File: src/sv/assert_macros.svh
// Assertion macros shared by the page allocator RTL.
// No dependencies; each macro compiles to nothing when SYNTHESIS is set.
`ifndef ASSERT_MACROS_SVH
`define ASSERT_MACROS_SVH
`ifndef SYNTHESIS
`define PPFL_ASSERT(label, clk, rst, cond) \
   label: assert property (@(posedge clk) disable iff (rst) (cond)) \
      else $error("invariant violated");
`define PPFL_ASSERT_IMP(label, clk, rst, ante, cons) \
   label: assert property (@(posedge clk) disable iff (rst) (ante) |-> (cons)) \
      else $error("implication violated");
`define PPFL_ASSERT_NXT(label, clk, rst, ante, cons) \
   label: assert property (@(posedge clk) disable iff (rst) (ante) |=> (cons)) \
      else $error("next-cycle implication violated");
`else
`define PPFL_ASSERT(label, clk, rst, cond)
`define PPFL_ASSERT_IMP(label, clk, rst, ante, cons)
`define PPFL_ASSERT_NXT(label, clk, rst, ante, cons)
`endif
`endif

File: src/sv/ppfl_ram.sv
// Generic simple dual-port RAM, one write and one registered read per cycle.
// No dependencies.
`timescale 1ns / 1ps

module ppfl_ram #(
   parameter int WIDTH = 8,
   parameter int DEPTH = 16
) (
   input  logic                     clock,
   input  logic                     wr_en,
   input  logic [$clog2(DEPTH)-1:0] wr_addr,
   input  logic [WIDTH-1:0]         wr_data,
   input  logic [$clog2(DEPTH)-1:0] rd_addr,
   output logic [WIDTH-1:0]         rd_data
);

   logic [WIDTH-1:0] mem_ff [DEPTH];
   logic [WIDTH-1:0] rd_data_ff;

   always_ff @(posedge clock) begin
      if (wr_en) begin
         mem_ff[wr_addr] <= wr_data;
      end
      rd_data_ff <= mem_ff[rd_addr];
   end

   assign rd_data = rd_data_ff;

endmodule

File: config.mk
export PLATFORM = sky130hd
export DESIGN_NAME = ppfl_ram
export DESIGN_NICKNAME = d
export VERILOG_FILES = /design/src/sv/assert_macros.svh /design/src/sv/ppfl_ram.sv
export SDC_FILE = /design/constraint.sdc
export NUM_CORES = 1
export LEC_CHECK = 0
export CAP_MARGIN = 20
export CELL_PAD_IN_SITES_DETAIL_PLACEMENT = 1
export CELL_PAD_IN_SITES_GLOBAL_PLACEMENT = 2
export CORE_MARGIN = 10
export CORE_UTILIZATION = 50
export DETAILED_ROUTE_END_ITERATION = 16
export DONT_BUFFER_PORTS = 1
export GPL_TIMING_DRIVEN = 0
export HOLD_SLACK_MARGIN = 0.03
export PLACE_DENSITY = 0.82
export SLEW_MARGIN = 20
export SYNTH_ARGS = -nofsm -noshare
export SYNTH_HDL_FRONTEND = slang
export SYNTH_SLANG_ARGS = --single-unit
File: constraint.sdc
create_clock -name clock -period 2.1 [get_ports clock]
set_clock_uncertainty 0.05 [all_clocks]
set_input_delay 0.21 -clock clock [delete_from_list [all_inputs] [get_ports clock]]
set_output_delay 0.21 -clock clock [all_outputs]
set_load 0.02 [all_outputs]
* After elaboration in Yosys (flattened, before gate mapping)
Memories as Yosys holds them, arrays and structs flattened. A register that Yosys moved wholly into a read port is not among the register bits.
Cells that the tools add are included.
** Cells by class
- Mux-type cells :: 2
** Operators with widths (count)
- 2-to-1 mux 1 bit :: 2
** Word-level totals
- Memory bits (writable) :: 128
- Bits in registers :: 0
- Memories :: 1
- Bits of input ports :: 18
- Output and inout bits :: 8
- Logic and storage cells :: 3
** Memories
- mem_ff :: depth 16, bits a word 8, rd ports 1, clocked after memory_dff 1, wr ports 1, RTL line ppfl_ram.sv:17 : logic [WIDTH-1:0] mem_ff [DEPTH];

* Logic depth before layout (Yosys ltp)
- Word-level depth :: 2
- Gate-level depth with buffers :: 5
- Mapped depth without buffers :: 3

* Worst setup path after synthesis
No wires, ideal clock.
- Path type :: input to register
- Start :: input port wr_addr[2]
- End :: memory mem_ff[0][0] (enable)
- Cell stages on the path :: 2
- Setup time :: 0.383 ns
- Path buffers :: 0
- Data required time :: 1.667 ns
- Path slack :: 0.347 ns
- Arrival :: 1.320 ns
- Cell sequence :: or3b_2 > nor3_1
** RTL lines
- start: declaration :: RTL line ppfl_ram.sv:11 : input logic [$clog2(DEPTH)-1:0] wr_addr,
- end: declaration :: RTL line ppfl_ram.sv:17
Straight into the memory's write port.

==> flow_summary.toml <==
[power_and_ir_drop]
p_switching_mw = 1.223
p_clk_share_pct = 44.6
combPwrFrac_pct = 4.5
powerDensity_nw_per_um2 = 1012
max-vdd-ir-drop_mv = 0.4431
seqPwrFrac_pct = 50.9
p_int_mw = 4.827
p_sw_share_pct = 20.21
power.leakage_nw = 1.958

[clock_tree]
clkLatencyLatePin_ns = 0.53
cts_hold_buffers = 11
cts_buffers = 17
cts-resized-gates = 0
clk_pin_slew_ns = 0.06
cts_setup_buffers = 0
cts_buffer_depth = 2
cts_tree = "done"
cts.sinks = 136
clockRootBuffer = "clkbuf_8"
cts_htree_levels = 4

[worst_setup_path]
r2r_end = "rd_data[0]$_DFF_P_"
critPathLaunchType = "flip-flop"
worstSetupPathType = "flip-flop to flip-flop"
cp_slowest_stage_delay_ns = 0.58
cp_slowest_cell = "mux4_1"
rr_worst_depth = 3
regToRegSetupSlack_ns = 0.56
cp_max_fo = 1
cp.arrival_ns = 1.90
worstPathCellList = "mux4_1, a22oi_1, nand2_1"
r2r_start = "mem_ff[5][0]$_DFFE_PP_"
endpoint_kind = "flip-flop"
crit_required_ns = 2.46

[synth]
yosysTopAreaCell = "edfxtp_1"
yosysWarnings = 0
synth.area.top_cells = "edfxtp_1 75%, mux4_2 7.9%, mux4_1 7.1%, dfxtp_1 3.1%, a22oi_1 2.3%"
postSynthCellCount = 229
seq_area_frac_synth_pct = 77.78
synth.distinct_cells = 19
postSynthRegisterBits = 136
syn_nets = 247
synth_area_um2 = 5147
synthDominantCellAreaShare_pct = 74.67
avgSynthCellArea_um2 = 22.48

[sta]
max_freq_mhz = 647.5
worst_slew_pin_slew_ns = 0.8483
fin_setup_tns_ns = 0
fin_crit_ns = 1.544
drv_slew = 0
slew_headroom_pct = 43.24
period_share_pct = 73.54
rsz0062_at_grt = "no"
setup_violations = 0
finalHoldViolations = 0

[final_layout]
syn_to_final_growth_pct = 16.16
final_cell_mix = "128 x edfxtp_1, 18 x mux4_2, 16 x a22oi_1, 16 x clkbuf_16, 14 x mux4_1"
mostFrequentLayoutCell = "edfxtp_1"
final_util_pct = 60.34
nets = 277
drive_above_1_share_pct = 21.48

[global_routing]
grt_pass1_vias = 2561
top_usage_layer = "met2"
grt.overflow.total = 0
met1_usage_pct = 20.78
track_usage_pct = 16.13
met2_usage_pct = 24.76
grtUsageMet3_pct = 5.398
grt_pass1_wl_um = 16770
grt_max_degree = 17
antenna_found_initial = 1

[outcome]
outcome = "complete, no violations"

[floorplanning]
die_x_um = 121.5
design.die.area_um2 = 14750
start_util_pct = 51.94
die_h_um = 121.5
rows = 36
io_pins = 26
core_um2 = 9910

[route]
ant_nets = 0
routed_wirelength_um = 10930
drt-pass1-iter-count = 4
drc_errors = 0
vias_per_cell = 5.879
avgRoutedWirePerCell_um = 27.05
num_vias = 2375
drt_iter0_drc = 210

[run]
cap_violations = 0

[min_path]
hold_start = "rd_addr[1]"
whs_path_depth = 3
min_to = "rd_data[7]$_DFF_P_"
hp-class = "input pin to flip-flop"

[placed_design]
port_buffers = 0
place_hpwl_um = 6803
place_congestion = 0.7211
==> kinds of logic after synthesis <==
kind of cell           Yosys count  synth area share (%)
AO/OA/AOI/OAI                   16                 2.334
buffers and inverters           10                 1.677
flip-flops                     136                 77.78
multiplexers                    32                 15.02
AND/OR/NAND/NOR                 35                 3.184
==> synthesized netlist by cell type <==
library cell and number:
nand3_1 1, nor2b_1 1, or3b_2 1, and2b_1 1, and2_1 1, nand2b_1 2, mux4_2 18, nand3b_1 2
a22oi_1 16, clkdlybuf4s25_2 3, nand2_1 9, mux4_1 14, dfxtp_1 8, nor2_1 13, buf_4 1, edfxtp_1 128
buf_2 3, nor3_1 4, buf_6 3
==> final cells by class <==
class	count	area [um2]
Sequential cell	136	4004
Clock inverter	4	45.04
Clock buffer	26	488.0
Multi-Input combinational cell	83	1077
Antenna cell	1	2.502
Buffer	10	86.33
Tap cell	133	166.4
Fill cell	840	3930
Timing Repair Buffer	11	110.1
==> stage by stage <==
step / setup slack, ns / hold slack (ns) / area (um2) / power [mW] / std cells
3_3_place_gp: -0.1063 / 0.2602 / 5314 / 3.337 / 362
3_5_place_dp: 0.2456 / 0.2601 / 5334 / 3.348 / 362
4_1_cts: 0.5719 / 0.04179 / 5977 / 6.092 / 403
6_report: 0.5557 / 0.05328 / 5979 / 6.050 / 404
5_1_grt: 0.5398 / 0.05865 / 5977 / 6.227 / 403
2_1_floorplan: 0.3471 / 0.2589 / 5147 / 3.281 / 229
==> worst max-delay path by stage <==
stage                                      start                     end  slack [ns]  depth (start not counted)
after CTS                 mem_ff[5][0]$_DFFE_PP_      rd_data[0]$_DFF_P_        0.57                          3
after detailed placement              wr_addr[2]  mem_ff[3][1]$_DFFE_PP_        0.25                          2
after floorplan                       wr_addr[2]  mem_ff[0][0]$_DFFE_PP_        0.35                          2
after global routing      mem_ff[5][0]$_DFFE_PP_      rd_data[0]$_DFF_P_        0.54                          3
final                     mem_ff[5][0]$_DFFE_PP_      rd_data[0]$_DFF_P_        0.56                          3
after global placement                wr_addr[2]  mem_ff[0][1]$_DFFE_PP_       -0.11                          2
==> critical path, delay by kind of cell, from the launching register on <==
kind / cells / cell delay (ns)
flip-flops: 1 / 0.36
AND/OR/NAND/NOR: 1 / 0.11
multiplexers: 1 / 0.58
AO/OA/AOI/OAI: 1 / 0.32
==> registers in the layout (all words and copies together) (netlist names) <==
| signal | cells |
|---|---|
| rd_data | 8 |
| mem_ff | 128 |
==> power by group through the flow <==
stage / clock network (mW) / registers [mW] / logic (mW)
after floorplan: 0 / 3.13 / 0.154
after CTS: 2.74 / 3.08 / 0.273
final: 2.70 / 3.08 / 0.269
after global routing: 2.85 / 3.09 / 0.293
after detailed placement: 0 / 3.14 / 0.211
after global placement: 0 / 3.13 / 0.206
==> layer usage <==
| layer | vias up | routed length [um] |
|---|---|---|
| met5 | - | 0 |
| met4 | 0 | 155 |
| met3 | 15 | 786 |
| met2 | 86 | 5319 |
| met1 | 1242 | 4669 |
| li1 | 1032 | - |
No activity file was read; power rests on OpenSTA's default activity.
