==> config.mk <==
export PLATFORM = sky130hd
export DESIGN_NAME = ppfl_ctrl
export DESIGN_NICKNAME = d
export VERILOG_FILES = /design/src/sv/ppfl_pkg.sv /design/src/sv/ppfl_ctrl.sv
export VERILOG_INCLUDE_DIRS = /design/src /design/src/sv
export SDC_FILE = /design/constraint.sdc
export NUM_CORES = 1
export LEC_CHECK = 0
export BUFFER_PORTS_ARGS = -buffer_cell sky130_fd_sc_hd__buf_4
export CAP_MARGIN = 0
export CORE_ASPECT_RATIO = 0.9
export CORE_MARGIN = 2
export CORE_UTILIZATION = 45
export DETAILED_ROUTE_END_ITERATION = 6
export PLACE_DENSITY = 0.68
export SLEW_MARGIN = 40
export SYNTH_ARGS = -nofsm -noshare
export SYNTH_HDL_FRONTEND = slang
export SYNTH_SLANG_ARGS = --single-unit
==> constraint.sdc <==
create_clock -name clock -period 9.31 [get_ports clock]
set_clock_uncertainty 0.05 [all_clocks]
set_input_delay 1.3965 -clock clock [delete_from_list [all_inputs] [get_ports clock]]
set_output_delay 1.3965 -clock clock [all_outputs]
set_load 0.03 [all_outputs]
==> src/sv/assert_macros.svh <==
// Assertion macros shared by the page allocator RTL.
// No dependencies; each macro compiles to nothing when SYNTHESIS is set.
`ifndef ASSERT_MACROS_SVH
`define ASSERT_MACROS_SVH
`ifndef SYNTHESIS
`define PPFL_ASSERT(label, clk, rst, cond) \
   label: assert property (@(posedge clk) disable iff (rst) (cond)) \
      else $error("invariant violated");
`define PPFL_ASSERT_IMP(label, clk, rst, ante, cons) \
   label: assert property (@(posedge clk) disable iff (rst) (ante) |-> (cons)) \
      else $error("implication violated");
`define PPFL_ASSERT_NXT(label, clk, rst, ante, cons) \
   label: assert property (@(posedge clk) disable iff (rst) (ante) |=> (cons)) \
      else $error("next-cycle implication violated");
`else
`define PPFL_ASSERT(label, clk, rst, cond)
`define PPFL_ASSERT_IMP(label, clk, rst, ante, cons)
`define PPFL_ASSERT_NXT(label, clk, rst, ante, cons)
`endif
`endif

==> src/sv/ppfl_pkg.sv <==
// Types and fixed constants of the page free-list allocator.
// No dependencies; imported by the controller and the top level.
`timescale 1ns / 1ps

package ppfl_pkg;

   localparam int CMD_W      = 2;
   localparam int PAGE_W     = 12;
   localparam int PTYPE_W    = 4;
   localparam int STATUS_W   = 2;
   localparam int COUNT_W    = 13;
   localparam int CSR_DATA_W = 32;
   localparam int CSR_ADDR_W = 3;

   typedef enum logic [CMD_W-1:0] {
      CMD_ALLOC   = 2'd0,
      CMD_FREE    = 2'd1,
      CMD_SET     = 2'd2,
      CMD_REBUILD = 2'd3
   } cmd_type;

   typedef enum logic [STATUS_W-1:0] {
      STS_OK    = 2'd0,
      STS_EMPTY = 2'd1,
      STS_RANGE = 2'd2
   } status_type;

   typedef enum logic [2:0] {
      S_CLEAR,
      S_IDLE,
      S_ALLOC,
      S_SCAN,
      S_TAIL,
      S_DONE
   } state_type;

   // register index, taken from paddr[2]
   localparam logic REG_PAGES_PRESENT = 1'b0;
   localparam logic REG_FREE_TYPE     = 1'b1;

   typedef struct packed {
      logic [COUNT_W-1:0] pages_present;
      logic [PTYPE_W-1:0] free_type_code;
   } csr_cfg_type;

endpackage

==> src/sv/ppfl_ctrl.sv <==
// Sequencer and datapath of the page allocator: list head, free count,
// rebuild scan over the entry table and the result register.
// Depends on ppfl_pkg and assert_macros.svh; drives two ppfl_ram instances.
`timescale 1ns / 1ps
`include "assert_macros.svh"

module ppfl_ctrl #(
   parameter int PAGES     = 4096,
   parameter int TYPE_BITS = 4
) (
   input  logic                               clock,
   input  logic                               reset,
   input  ppfl_pkg::csr_cfg_type              cfg,
   input  logic                               req_valid,
   output logic                               req_ready,
   input  logic [ppfl_pkg::CMD_W-1:0]         req_cmd,
   input  logic [ppfl_pkg::PAGE_W-1:0]        req_page,
   input  logic [ppfl_pkg::PTYPE_W-1:0]       req_page_type,
   input  logic                               req_system_page,
   input  logic                               req_set_mapped,
   input  logic                               req_set_pageable,
   output logic                               rsp_valid,
   input  logic                               rsp_ready,
   output logic [ppfl_pkg::PAGE_W-1:0]        rsp_result_page,
   output logic [ppfl_pkg::STATUS_W-1:0]      rsp_status,
   output logic [ppfl_pkg::COUNT_W-1:0]       rsp_free_count,
   output logic                               link_we,
   output logic [$clog2(PAGES)-1:0]           link_waddr,
   output logic [$clog2(PAGES)-1:0]           link_wdata,
   output logic [$clog2(PAGES)-1:0]           link_raddr,
   input  logic [$clog2(PAGES)-1:0]           link_rdata,
   output logic                               entry_we,
   output logic [$clog2(PAGES)-1:0]           entry_waddr,
   output logic [TYPE_BITS+2:0]               entry_wdata,
   output logic [$clog2(PAGES)-1:0]           entry_raddr,
   input  logic [TYPE_BITS+2:0]               entry_rdata
);

   import ppfl_pkg::*;

   localparam int ADDR_W  = $clog2(PAGES);
   localparam int CNT_W   = $clog2(PAGES + 1);
   localparam int LIM_W   = (CNT_W > COUNT_W) ? CNT_W : COUNT_W;
   localparam int CMP_W   = (TYPE_BITS > PTYPE_W) ? TYPE_BITS : PTYPE_W;

   state_type              state_ff, state_in;
   logic [LIM_W-1:0]       scan_ff, scan_in;
   logic [ADDR_W-1:0]      head_ff, head_in;
   logic [CNT_W-1:0]       total_ff, total_in;
   logic [ADDR_W-1:0]      last_ff, last_in;
   logic                   chk_vld_ff, chk_vld_in;
   logic [ADDR_W-1:0]      chk_page_ff, chk_page_in;
   logic [TYPE_BITS-1:0]   ptype_ff, ptype_in;
   logic                   sys_ff, sys_in;
   logic [ADDR_W-1:0]      res_page_ff, res_page_in;
   status_type             res_status_ff, res_status_in;
   logic                   rsp_valid_ff, rsp_valid_in;
   logic [PAGE_W-1:0]      rsp_page_ff, rsp_page_in;
   status_type             rsp_status_ff, rsp_status_in;
   logic [COUNT_W-1:0]     rsp_count_ff, rsp_count_in;

   cmd_type                cmd;
   logic                   accept;
   logic [LIM_W-1:0]       lim;
   logic [LIM_W-1:0]       pp_ext;
   logic                   page_ok;
   logic                   free_ok;
   logic [ADDR_W-1:0]      req_addr;
   logic [ADDR_W-1:0]      scan_addr;
   logic                   scan_issue;
   logic                   type_match;
   logic                   slot_free;
   logic                   clear_last;

   assign cmd        = cmd_type'(req_cmd);
   assign req_ready  = (state_ff == S_IDLE);
   assign accept     = req_valid && req_ready;
   assign pp_ext     = LIM_W'(cfg.pages_present);
   assign lim        = (pp_ext < LIM_W'(PAGES)) ? pp_ext : LIM_W'(PAGES);
   assign page_ok    = LIM_W'(req_page) < lim;
   assign free_ok    = page_ok && (req_page != '0);
   assign req_addr   = ADDR_W'(req_page);
   assign scan_addr  = ADDR_W'(scan_ff);
   assign scan_issue = (state_ff == S_SCAN) && (scan_ff < lim);
   // the one compare unit: stored type against the free code
   assign type_match = CMP_W'(entry_rdata[TYPE_BITS+2:3]) == CMP_W'(cfg.free_type_code);
   assign slot_free  = !rsp_valid_ff || rsp_ready;
   assign clear_last = scan_ff == LIM_W'(PAGES - 1);

   // next state
   always_comb begin
      state_in = state_ff;
      unique case (state_ff)
         S_CLEAR: begin
            if (clear_last) state_in = S_IDLE;
         end
         S_IDLE: begin
            if (accept) begin
               unique case (cmd)
                  CMD_ALLOC:   state_in = (head_ff == '0) ? S_DONE : S_ALLOC;
                  CMD_REBUILD: state_in = S_SCAN;
                  CMD_FREE:    state_in = S_DONE;
                  CMD_SET:     state_in = S_DONE;
               endcase
            end
         end
         S_ALLOC: state_in = S_DONE;
         S_SCAN: begin
            if (!scan_issue && !chk_vld_ff) state_in = S_TAIL;
         end
         S_TAIL: state_in = S_DONE;
         S_DONE: begin
            if (slot_free) state_in = S_IDLE;
         end
         default: state_in = S_IDLE;
      endcase
   end

   // memory port controls
   always_comb begin
      link_we     = 1'b0;
      link_waddr  = head_ff;
      link_wdata  = '0;
      link_raddr  = head_ff;
      entry_we    = 1'b0;
      entry_waddr = head_ff;
      entry_wdata = '0;
      entry_raddr = scan_addr;
      unique case (state_ff)
         S_CLEAR: begin
            link_we     = 1'b1;
            link_waddr  = scan_addr;
            entry_we    = 1'b1;
            entry_waddr = scan_addr;
         end
         S_IDLE: begin
            if (accept && cmd == CMD_FREE && free_ok) begin
               link_we     = 1'b1;
               link_waddr  = req_addr;
               link_wdata  = head_ff;
               entry_we    = 1'b1;
               entry_waddr = req_addr;
               entry_wdata = {TYPE_BITS'(cfg.free_type_code), 3'b000};
            end else if (accept && cmd == CMD_SET && page_ok) begin
               entry_we    = 1'b1;
               entry_waddr = req_addr;
               entry_wdata = {TYPE_BITS'(req_page_type), req_set_mapped,
                              req_set_pageable, 1'b0};
            end
         end
         S_ALLOC: begin
            link_we     = 1'b1;
            entry_we    = 1'b1;
            entry_wdata = {ptype_ff, 1'b1, !sys_ff, 1'b0};
         end
         S_SCAN: begin
            // chain the found page behind the previous one
            if (chk_vld_ff && type_match && last_ff != '0) begin
               link_we    = 1'b1;
               link_waddr = last_ff;
               link_wdata = chk_page_ff;
            end
         end
         S_TAIL: begin
            if (last_ff != '0) begin
               link_we    = 1'b1;
               link_waddr = last_ff;
            end
         end
         S_DONE: begin
            link_we = 1'b0;
         end
         default: begin
            link_we = 1'b0;
         end
      endcase
   end

   // datapath next values
   always_comb begin
      scan_in       = scan_ff;
      head_in       = head_ff;
      total_in      = total_ff;
      last_in       = last_ff;
      chk_vld_in    = scan_issue;
      chk_page_in   = scan_addr;
      ptype_in      = ptype_ff;
      sys_in        = sys_ff;
      res_page_in   = res_page_ff;
      res_status_in = res_status_ff;
      rsp_valid_in  = rsp_valid_ff && !rsp_ready;
      rsp_page_in   = rsp_page_ff;
      rsp_status_in = rsp_status_ff;
      rsp_count_in  = rsp_count_ff;
      unique case (state_ff)
         S_CLEAR: scan_in = scan_ff + 1'b1;
         S_IDLE: begin
            if (accept) begin
               ptype_in      = TYPE_BITS'(req_page_type);
               sys_in        = req_system_page;
               res_page_in   = '0;
               res_status_in = STS_OK;
               unique case (cmd)
                  CMD_ALLOC: begin
                     if (head_ff == '0) res_status_in = STS_EMPTY;
                  end
                  CMD_FREE: begin
                     if (free_ok) begin
                        head_in  = req_addr;
                        total_in = (total_ff == CNT_W'(PAGES)) ? total_ff
                                                               : total_ff + 1'b1;
                     end else begin
                        res_status_in = STS_RANGE;
                     end
                  end
                  CMD_SET: begin
                     if (!page_ok) res_status_in = STS_RANGE;
                  end
                  CMD_REBUILD: begin
                     head_in  = '0;
                     last_in  = '0;
                     total_in = '0;
                     scan_in  = LIM_W'(1);
                  end
               endcase
            end
         end
         S_ALLOC: begin
            head_in     = link_rdata;
            total_in    = (total_ff != '0) ? total_ff - 1'b1 : total_ff;
            res_page_in = head_ff;
         end
         S_SCAN: begin
            if (scan_issue) scan_in = scan_ff + 1'b1;
            if (chk_vld_ff && type_match) begin
               if (last_ff == '0) head_in = chk_page_ff;
               last_in  = chk_page_ff;
               total_in = total_ff + 1'b1;
            end
         end
         S_TAIL: last_in = last_ff;
         S_DONE: begin
            if (slot_free) begin
               rsp_valid_in  = 1'b1;
               rsp_page_in   = PAGE_W'(res_page_ff);
               rsp_status_in = res_status_ff;
               rsp_count_in  = COUNT_W'(total_ff);
            end
         end
         default: scan_in = scan_ff;
      endcase
   end

   always_ff @(posedge clock) begin
      if (reset) begin
         state_ff     <= S_CLEAR;
         scan_ff      <= '0;
         head_ff      <= '0;
         total_ff     <= '0;
         chk_vld_ff   <= 1'b0;
         rsp_valid_ff <= 1'b0;
      end else begin
         state_ff     <= state_in;
         scan_ff      <= scan_in;
         head_ff      <= head_in;
         total_ff     <= total_in;
         chk_vld_ff   <= chk_vld_in;
         rsp_valid_ff <= rsp_valid_in;
      end
   end

   always_ff @(posedge clock) begin
      last_ff       <= last_in;
      chk_page_ff   <= chk_page_in;
      ptype_ff      <= ptype_in;
      sys_ff        <= sys_in;
      res_page_ff   <= res_page_in;
      res_status_ff <= res_status_in;
      rsp_page_ff   <= rsp_page_in;
      rsp_status_ff <= rsp_status_in;
      rsp_count_ff  <= rsp_count_in;
   end

   assign rsp_valid       = rsp_valid_ff;
   assign rsp_result_page = rsp_page_ff;
   assign rsp_status      = rsp_status_ff;
   assign rsp_free_count  = rsp_count_ff;

   `PPFL_ASSERT(a_head_in_range, clock, reset, LIM_W'(head_ff) < LIM_W'(PAGES))
   `PPFL_ASSERT(a_total_capped, clock, reset, total_ff <= CNT_W'(PAGES))
   `PPFL_ASSERT_IMP(a_scan_skips_zero, clock, reset, chk_vld_ff, chk_page_ff != '0)
   `PPFL_ASSERT_NXT(a_done_delivers, clock, reset, state_ff == S_DONE && slot_free,
                    rsp_valid_ff && state_ff == S_IDLE)

endmodule

# Word level (Yosys, flattened, before mapping)
# Index checks and enable logic that the tools add are counted.
[op_classes]
n_eq_ne = 23
magnitude_cmp = 3
mux = 57
addsub = 3
reduce_logical = 39
[op_table]
columns = ["op", "count"]
rows = [
  ["two-way mux 12 bit", 15],
  ["one-hot mux 12 bit (2 select lines)", 5],
  ["two-way mux 13 bit", 9],
  ["one-hot mux 13 bit (3 select lines)", 2],
  ["one-hot mux 12 bit (4 select lines)", 1],
  ["one-hot mux 12 bit (3 select lines)", 1],
  ["adder 13 x 1 -> 13 bit (second input constant)", 2],
  ["one-hot mux 13 bit (2 select lines)", 1],
  ["zero test 12 bit", 2],
  ["nonzero test 12 bit", 2],
  ["two-way mux 3 bit", 5],
  ["one-hot mux 3 bit (5 select lines)", 1],
  ["two-way mux 7 bit", 2],
  ["one-hot mux 7 bit (2 select lines)", 1],
  ["== test 13 x 12 -> 1 bit (second input constant)", 1],
  ["== test 13 bit (second input constant)", 1],
  ["< comparator 12 x 13 -> 1 bit", 1],
  ["< comparator 13 bit", 1],
  ["< comparator 13 bit (second input constant)", 1],
  ["nonzero test 13 bit", 1],
  ["subtractor 13 x 1 -> 13 bit (second input constant)", 1],
  ["AND reduction 4 bit", 3],
  ["logical AND 1 bit", 11],
  ["!= test 2 x 1 -> 1 bit (second input constant)", 5],
  ["other kinds (25)", 50],
]
[word_totals]
elab_cells = 140
inputBits = 61
out_inout_bits = 98
reg_bits = 113

# Longest topological paths before layout
# Gate-level depths: netlist of the first run.
[depth]
ltp_word = 8
ltp_mapped = 12
depth_no_buf = 9

# Worst setup path before layout of the first run
# OpenSTA, ideal clock, no wires.
[synth_timing]
path_kind = "input to output"
startpoint = "input cfg[16] (netlist bit)"
endpoint = "output entry_wdata[3]"
n_path_buf = 2
stages = 11
arrival_time_ns = 4.093
slack_ns = 3.770
path_cell_list = "inv_1 > clkbuf_1 > nand2_1 > ha_1 > a211oi_1 > o32ai_1 > a21oi_1 > nand3_1 > buf_2 > mux2i_1 > o21ai_0"
[synth_via]
elab_chain_len = 7
[synth_rtl]
columns = ["element", "line", "text"]
rows = [
  ["start, declared", "ppfl_ctrl.sv:13", "input ppfl_pkg::csr_cfg_type cfg,"],
  ["< comparator 13 bit", "ppfl_ctrl.sv:79", "assign lim = (pp_ext < LIM_W'(PAGES)) ? pp_ext : LIM_W'(PAGES);"],
  ["two-way mux 13 bit (*)", "ppfl_ctrl.sv:79", ""],
  ["< comparator 12 x 13 -> 1 bit (*)", "ppfl_ctrl.sv:80", "assign page_ok = LIM_W'(req_page) < lim;"],
  ["logical AND 1 bit, on equally long branches", "ppfl_ctrl.sv:144, ppfl_ctrl.sv:81", ""],
  ["two-way mux 7 bit / logical AND 1 bit (equally long branches)", "ppfl_ctrl.sv:144, ppfl_ctrl.sv:137", ""],
  ["two-way mux 7 bit (*)", "ppfl_ctrl.sv:137", "if (accept && cmd == CMD_FREE && free_ok) begin"],
  ["one-hot mux 7 bit (2 select lines) (*)", "ppfl_ctrl.sv:129", "unique case (state_ff)"],
  ["end, declared", "ppfl_ctrl.sv:34", "output logic [TYPE_BITS+2:0] entry_wdata,"],
]
# Every way passes the cells marked *; elsewhere a longest branch is shown, timed or not.

# Final worst setup path of the first run
[layout_timing]
startpoint = "input cfg[16] (netlist bit)"
endpoint = "output entry_waddr[6]"
[layout_via]
elab_chain_len = 7
[layout_rtl]
columns = ["element", "line", "text"]
rows = [
  ["< comparator 13 bit", "ppfl_ctrl.sv:79", ""],
  ["two-way mux 13 bit (*)", "ppfl_ctrl.sv:79", ""],
  ["< comparator 12 x 13 -> 1 bit (*)", "ppfl_ctrl.sv:80", ""],
  ["logical AND 1 bit, on equally long branches", "ppfl_ctrl.sv:144, ppfl_ctrl.sv:81", ""],
  ["two-way mux 12 bit / logical AND 1 bit (equally long branches)", "ppfl_ctrl.sv:144, ppfl_ctrl.sv:137", ""],
  ["two-way mux 12 bit (*)", "ppfl_ctrl.sv:137", ""],
  ["one-hot mux 12 bit (2 select lines) (*)", "ppfl_ctrl.sv:129", ""],
  ["end, declared", "ppfl_ctrl.sv:33", "output logic [$clog2(PAGES)-1:0] entry_waddr,"],
]
# Marks and branches as above.

==> metrics.cfg, run 1 <==
[critical_path]
cp_max_fo = 18
cp_slowest_cell = a21boi_2
start_kind = input pin
path_class = input pin to output pin
r2r_setup_slack_ns = 5.83
required_ns = 7.86
reg2reg_depth = 6
cp_common_cell = buf_4
arrival_ns = 4.58
worstPathCellList = buf_4 -> inv_1 -> nand2_1 -> ha_1 -> a211oi_1 -> o32ai_1 -> a21oi_2 -> o211ai_4 -> a21boi_2 -> o221ai_1 -> buf_4
slowest_delay_ns = 0.62
r2r_end = link_raddr[1]
r2r-start = state_ff[2]
critPathBufInv = 3
critPathCaptureType = output pin
critPathTopFamily = compound AO/OA/AOI/OAI gates

[clocking]
cts_tree = done
cts_setup_buffers = 0
clkSinkCount = 113
cts_htree_levels = 4
cts_buffers = 17
cts_hold_buf = 0
clockRootBuffer = clkbuf_16
clockBufferDepth = 2
clk_latency_ns = 0.42
cts.clk_slew.worst_paths_ns = 0.05
cts-resized-gates = 0

[finish]
nFillCells = 1335
finalNetCount = 975
final-seq-area_sq_um = 2843
syn2layout_area_growth_pct = 26.03
multiInputGateArea_sq_um = 3766
stdcell_count = 1098
antenna_cells = 0
drive_gt1_frac = 0.2667

[die]
std_cell_rows = 43
die_h_microns = 122.6
initial_core_util = 0.4586
die_w_microns = 135.8
core_sq_um = 15330
dieArea_sq_um = 16640
pin_count = 159

[sta]
clock.fmax_ghz = 0.1659
rsz0062_at_grt = no
setup_viol = 0
relSlewSlack = 0.4912
setup_tns_ns = 0
fin_crit_ns = 6.029
drv_slew = 0
worst_pin_slew_ns = 0.7621
fin_crit_sh = 0.6476
finalHoldViolations = 0
whs_ns = 0.3651

[synth]
synth_compound_area_frac = 0.2808
synthMuxAreaShare = 0.01210
synthTopCellsByArea = edfxtp_1, dfxtp_1, ha_1
ys_ff_latch = 113
ys_types = 75
synth_top_family_by_area = compound AO/OA/AOI/OAI gates
synth_area_sq_um = 7032
async_reset_ff_frac = 0
synth_nets = 864
synth_simple_gate_area_share = 0.1719
syn_avg_cell_area_sq_um = 9.108
yosysWarningCount = 0
synth_fa_ha_area_frac = 0.05516
synth_top_area_share = 0.2477
synth_flop_cell = edfxtp_1
ys_seq_area_frac = 0.4043
synth_edf_count = 58
synth_xor_area_frac = 0.006228
netlist_instances = 772
yosysTopAreaCell = edfxtp_1

[detailed_routing]
vias = 7028
dr.first_iter.drc_count = 793
drt_wl_total_mm = 25.19
firstDrtPassIters = 6
vias_per_cell = 6.401
ant_nets = 0
wire_per_inst_microns = 22.94
post-route-drc-count = 0

[placement]
dp_hpwl_mm = 17.57
io_buffers = 154
gp_congestion = 0.9333
placed_cells = 1065

[worst_hold_path]
hold_start = res_page_ff[4]
whs_endpoint = rsp_result_page[4]
hold_path_depth = 0
worstHoldPathType = register to register

[global_route]
antenna_found_initial = 0
first_global_vias = 6593
overflow = 0
grt_pass1_wl_mm = 37.95
track_usage = 0.3052
grt_max_degree = 43

[pwr]
total_power_uw = 1790
pwr_density_cell_nw_per_um2 = 201.9
leakagePower_uw = 0.003663
peakVddDrop_mv = 0.1537

[flow_run]
cap_violations = 0

[run_status]
outcome = completed

## layer usage
layer / GRT usage / vias to the layer above / wire [microns]
li1: - / 3189 / -
met1: 0.4099 / 3363 / 10340
met2: 0.4798 / 410 / 11510
met3: 0.07146 / 66 / 2538
met4: 0.1159 / 0 / 806
met5: 0 / - / 0
## layout by cell type (no fill, tap or decap), types with 6 or more instances in the layout
| master | count |
|---|---|
| a211oi_1 | 10 |
| a21oi_1 | 67 |
| a22o_1 | 12 |
| a22oi_1 | 14 |
| a2bb2oi_1 | 10 |
| a311oi_1 | 14 |
| a31oi_1 | 11 |
| and2_1 | 9 |
| and3_1 | 11 |
| buf_4 | 164 |
| clkbuf_16 | 17 |
| dfxtp_1 | 55 |
| edfxtp_1 | 58 |
| ha_1 | 31 |
| inv_1 | 33 |
| nand2_1 | 71 |
| nand2b_1 | 6 |
| nand3_1 | 20 |
| nand4_1 | 13 |
| nor2_1 | 35 |
| nor3_1 | 11 |
| nor4_1 | 13 |
| o21a_1 | 7 |
| o21ai_0 | 30 |
| o21bai_1 | 8 |
| o221a_2 | 9 |
| o22ai_1 | 15 |
| o31ai_1 | 12 |
| or4_1 | 11 |
## cells in the mapped netlist, drive strengths merged, types with 4 or more instances
cell	number
nand2	72
a21oi	70
edfxtp	58
dfxtp	55
buf	38
nor2	37
clkbuf	34
inv	34
ha	31
o21ai	30
nand3	22
o22ai	15
a22oi	14
a311oi	14
and3	13
nand4	13
nor3	13
nor4	13
a22o	12
o31ai	12
or4	12
a31oi	11
a211oi	10
a2bb2oi	10
and2	9
o221a	9
o21bai	8
o21a	7
nand2b	6
a2111o	5
a221o	5
nor2b	5
a21bo	4
a21o	4
mux2i	4
nor3b	4
o211ai	4
o221ai	4
or3	4
xnor2	4
## registers in the layout (all words and copies together), names as in the netlist, 2 cells and up
name,cells
rsp_free_count,13
last_ff,12
res_page_ff,12
rsp_status,2
scan_ff,13
state_ff,3
rsp_result_page,12
chk_page_ff,12
res_status_ff,2
ptype_ff,4
link_raddr,12
total_ff,13
## cells by family after synthesis
| kind of cell | after synthesis |
|---|---|
| simple gates | 233 |
| other cells | 1 |
| mux | 7 |
| flops | 113 |
| xor+xnor | 5 |
| compound gates | 276 |
| buf+inv | 106 |
| fa+ha+maj | 31 |
## layout make-up
type                       instances  area share
sequential                       113      0.3208
multi-input combinational        553      0.4250
timing repair buffer             164      0.1389
clock buffer                      19     0.04885
clock inverter                    13     0.02358
tap                              202     0.02852
inverter                          34     0.01440
## worst max-delay path by stage
stage,start,to,slack (ns),depth (start not counted)
2_1_floorplan,cfg[16],entry_wdata[3],3.77,11
3_3_place_gp,cfg[16],entry_waddr[6],2.57,11
3_5_place_dp,cfg[16],link_waddr[6],3.03,11
4_1_cts,cfg[16],link_waddr[6],3.01,11
5_1_grt,cfg[16],entry_waddr[11],3.11,11
6_report,cfg[16],entry_waddr[6],3.28,11
## through the flow
| stage | setup slack [ns] | util | instance area [sq um] |
|---|---|---|---|
| floorplan | 3.770 | - | 7032 |
| global placement | 2.569 | 0.5322 | 8160 |
| detailed placement | 3.031 | 0.5342 | 8192 |
| CTS | 3.007 | 0.5761 | 8833 |
| global route | 3.107 | 0.5780 | 8862 |
| finish | 3.281 | 0.5780 | 8862 |
## where the power goes
part | internal [uW] | switching [uW] | total, uW
logic | 183 | 300 | 483
registers | 550 | 45.3 | 595
clock network | 475 | 236 | 711
total | 1210 | 582 | 1790
No activity file was read; power rests on OpenSTA's default activity.
==> run 2, diff against run 1 <==
- PLACE_DENSITY: 0.68 -> 0.71
- clock period: 9.31 -> 5.2 ns (I/O delays scaled with it)
==> run 2 against run 1 <==
  * Combinational power grew 80%
  * Via count is 0.63% higher
  * Wire length down 6.7%
  * Sequential cell count stayed put
  * Final area is 0.73% lower
  * Non-clock buffer count increased by 9
  * First-iteration DRC count increased by 13%
  * Power rose by 68%
  * Largest cell class unchanged
==> metrics.cfg, run 2 (same netlist as run 1, synthesis figures left out) <==
[pwr]
leakagePower_uw = 0.003653
comb_power_share = 0.288
peakVddDrop_mv = 0.2640
pwr_density_cell_nw_per_um2 = 342.6
clkPwrFrac = 0.359
switching_power_uw = 1075
swShare = 0.3569
seq_power_share = 0.353
p_int_uw = 1938

[worst_hold_path]
worstHoldPathType = register to register
hold_start = res_page_ff[4]

[critical_path]
critPathBufInv = 3
required_ns = 4.37
path_class = input pin to output pin
slowest_delay_ns = 0.62
critPathCaptureType = output pin
arrival_ns = 3.69
r2r-start = state_ff[2]
cp_slowest_cell = nor3b_1
start_kind = input pin
critPathTopFamily = simple AND/OR/NAND/NOR gates
worstPathCellList = buf_4 -> inv_1 -> nand2_1 -> ha_1 -> nand4b_1 -> nor2_1 -> o2111ai_2 -> and3_1 -> nor3b_1 -> a21o_1 -> buf_4
cp_common_cell = buf_4
cp_max_fo = 13
cp-startpoint = cfg[16]

[detailed_routing]
drt_wl_total_mm = 23.51
wl_met1_mm = 9.761
post-route-drc-count = 0
ant_nets = 0
top_layer = met4
vias_per_cell = 6.388
vias = 7072
firstDrtPassIters = 6
dr_wl_met3_mm = 2.879
wl_met2_mm = 10.33
dr.first_iter.drc_count = 897
wire_per_inst_microns = 21.24

[global_route]
antenna_found_initial = 0
grt_pass1_wl_mm = 35.94
grt_max_degree = 43
overflow = 0
track_usage = 0.2832
first_global_vias = 6441

[clocking]
cts_hold_buf = 0
clockBufferDepth = 2
cts_buffers = 17
cts_setup_buffers = 0
cts-resized-gates = 0
cts.clk_slew.worst_paths_ns = 0.06
clk_latency_ns = 0.43
cts_htree_levels = 4
cts_tree = done
clockRootBuffer = clkbuf_16
clkSinkCount = 113

[sta]
fin_crit_sh = 0.8691
relSlewSlack = 0.4462
whs_ns = 0.3700
setup_viol = 0
setup_tns_ns = 0
drv_slew = 0
worst_pin_slew_ns = 0.8307
rsz0062_at_grt = no
layout_setup_ws_ns = 0.6807
finalHoldViolations = 0
fin_crit_ns = 4.519
clock.fmax_ghz = 0.2213

[finish]
final_common_cell = buf_4
drive_gt1_frac = 0.2685
mostFrequentLayoutCells = buf_4, nand2_1, a21oi_1
syn2layout_area_growth_pct = 25.11
finalNetCount = 984
antenna_cells = 0
final_util = 0.5737

[placement]
dp_slack_ns = 0.7161
dp_hpwl_mm = 16.34
io_buffers = 154
gp_congestion = 0.9258

[run_status]
outcome = completed

[die]
std_cell_rows = 43
initial_core_util = 0.4586
core_sq_um = 15330
die_h_microns = 122.6
pin_count = 159
dieArea_sq_um = 16640
die_w_microns = 135.8

[flow_run]
cap_violations = 0

[run 2: path summary, 6_finish.rpt]
path	to	slack [ns]	depth (start not counted)
worst max-delay path	entry_wdata[2]	0.68	11
worst min-delay path	rsp_result_page[4]	0.37	0
worst max register to register	link_raddr[5]	1.65	6
worst min register to register	rsp_result_page[4]	0.37	0
[run 2: through the flow]
stage | std cells | cell area [sq um] | power, uW
after global placement | 1074 | 8228 | 1913
after CTS | 1106 | 8785 | 3003
final | 1107 | 8797 | 3014
after detailed placement | 1074 | 8234 | 1923
after global routing | 1107 | 8797 | 3134
after floorplan | 772 | 7032 | 1638
[run 2: power groups by stage]
stage	registers, uW	clock network [uW]	logic (uW)
after floorplan	1060	0	582
after global routing	1070	1140	926
final	1060	1080	868
after detailed placement	1080	0	846
after global placement	1080	0	837
after CTS	1060	1090	850
[run 2: area by class of cell]
class / count / area (sq um)
Clock buffer: 17 / 425.4
Fill cell: 1382 / 6536
Clock inverter: 15 / 125.1
Sequential cell: 113 / 2843
Timing Repair Buffer: 173 / 1299
Multi-Input combinational cell: 553 / 3725
Tap cell: 202 / 252.7
Inverter: 34 / 127.6
[run 2: metal layers]
metal	track usage	vias to the layer above
li1	-	3215
met4	0.09766	0
met3	0.08096	44
met1	0.3883	3375
met5	0	-
met2	0.4293	438
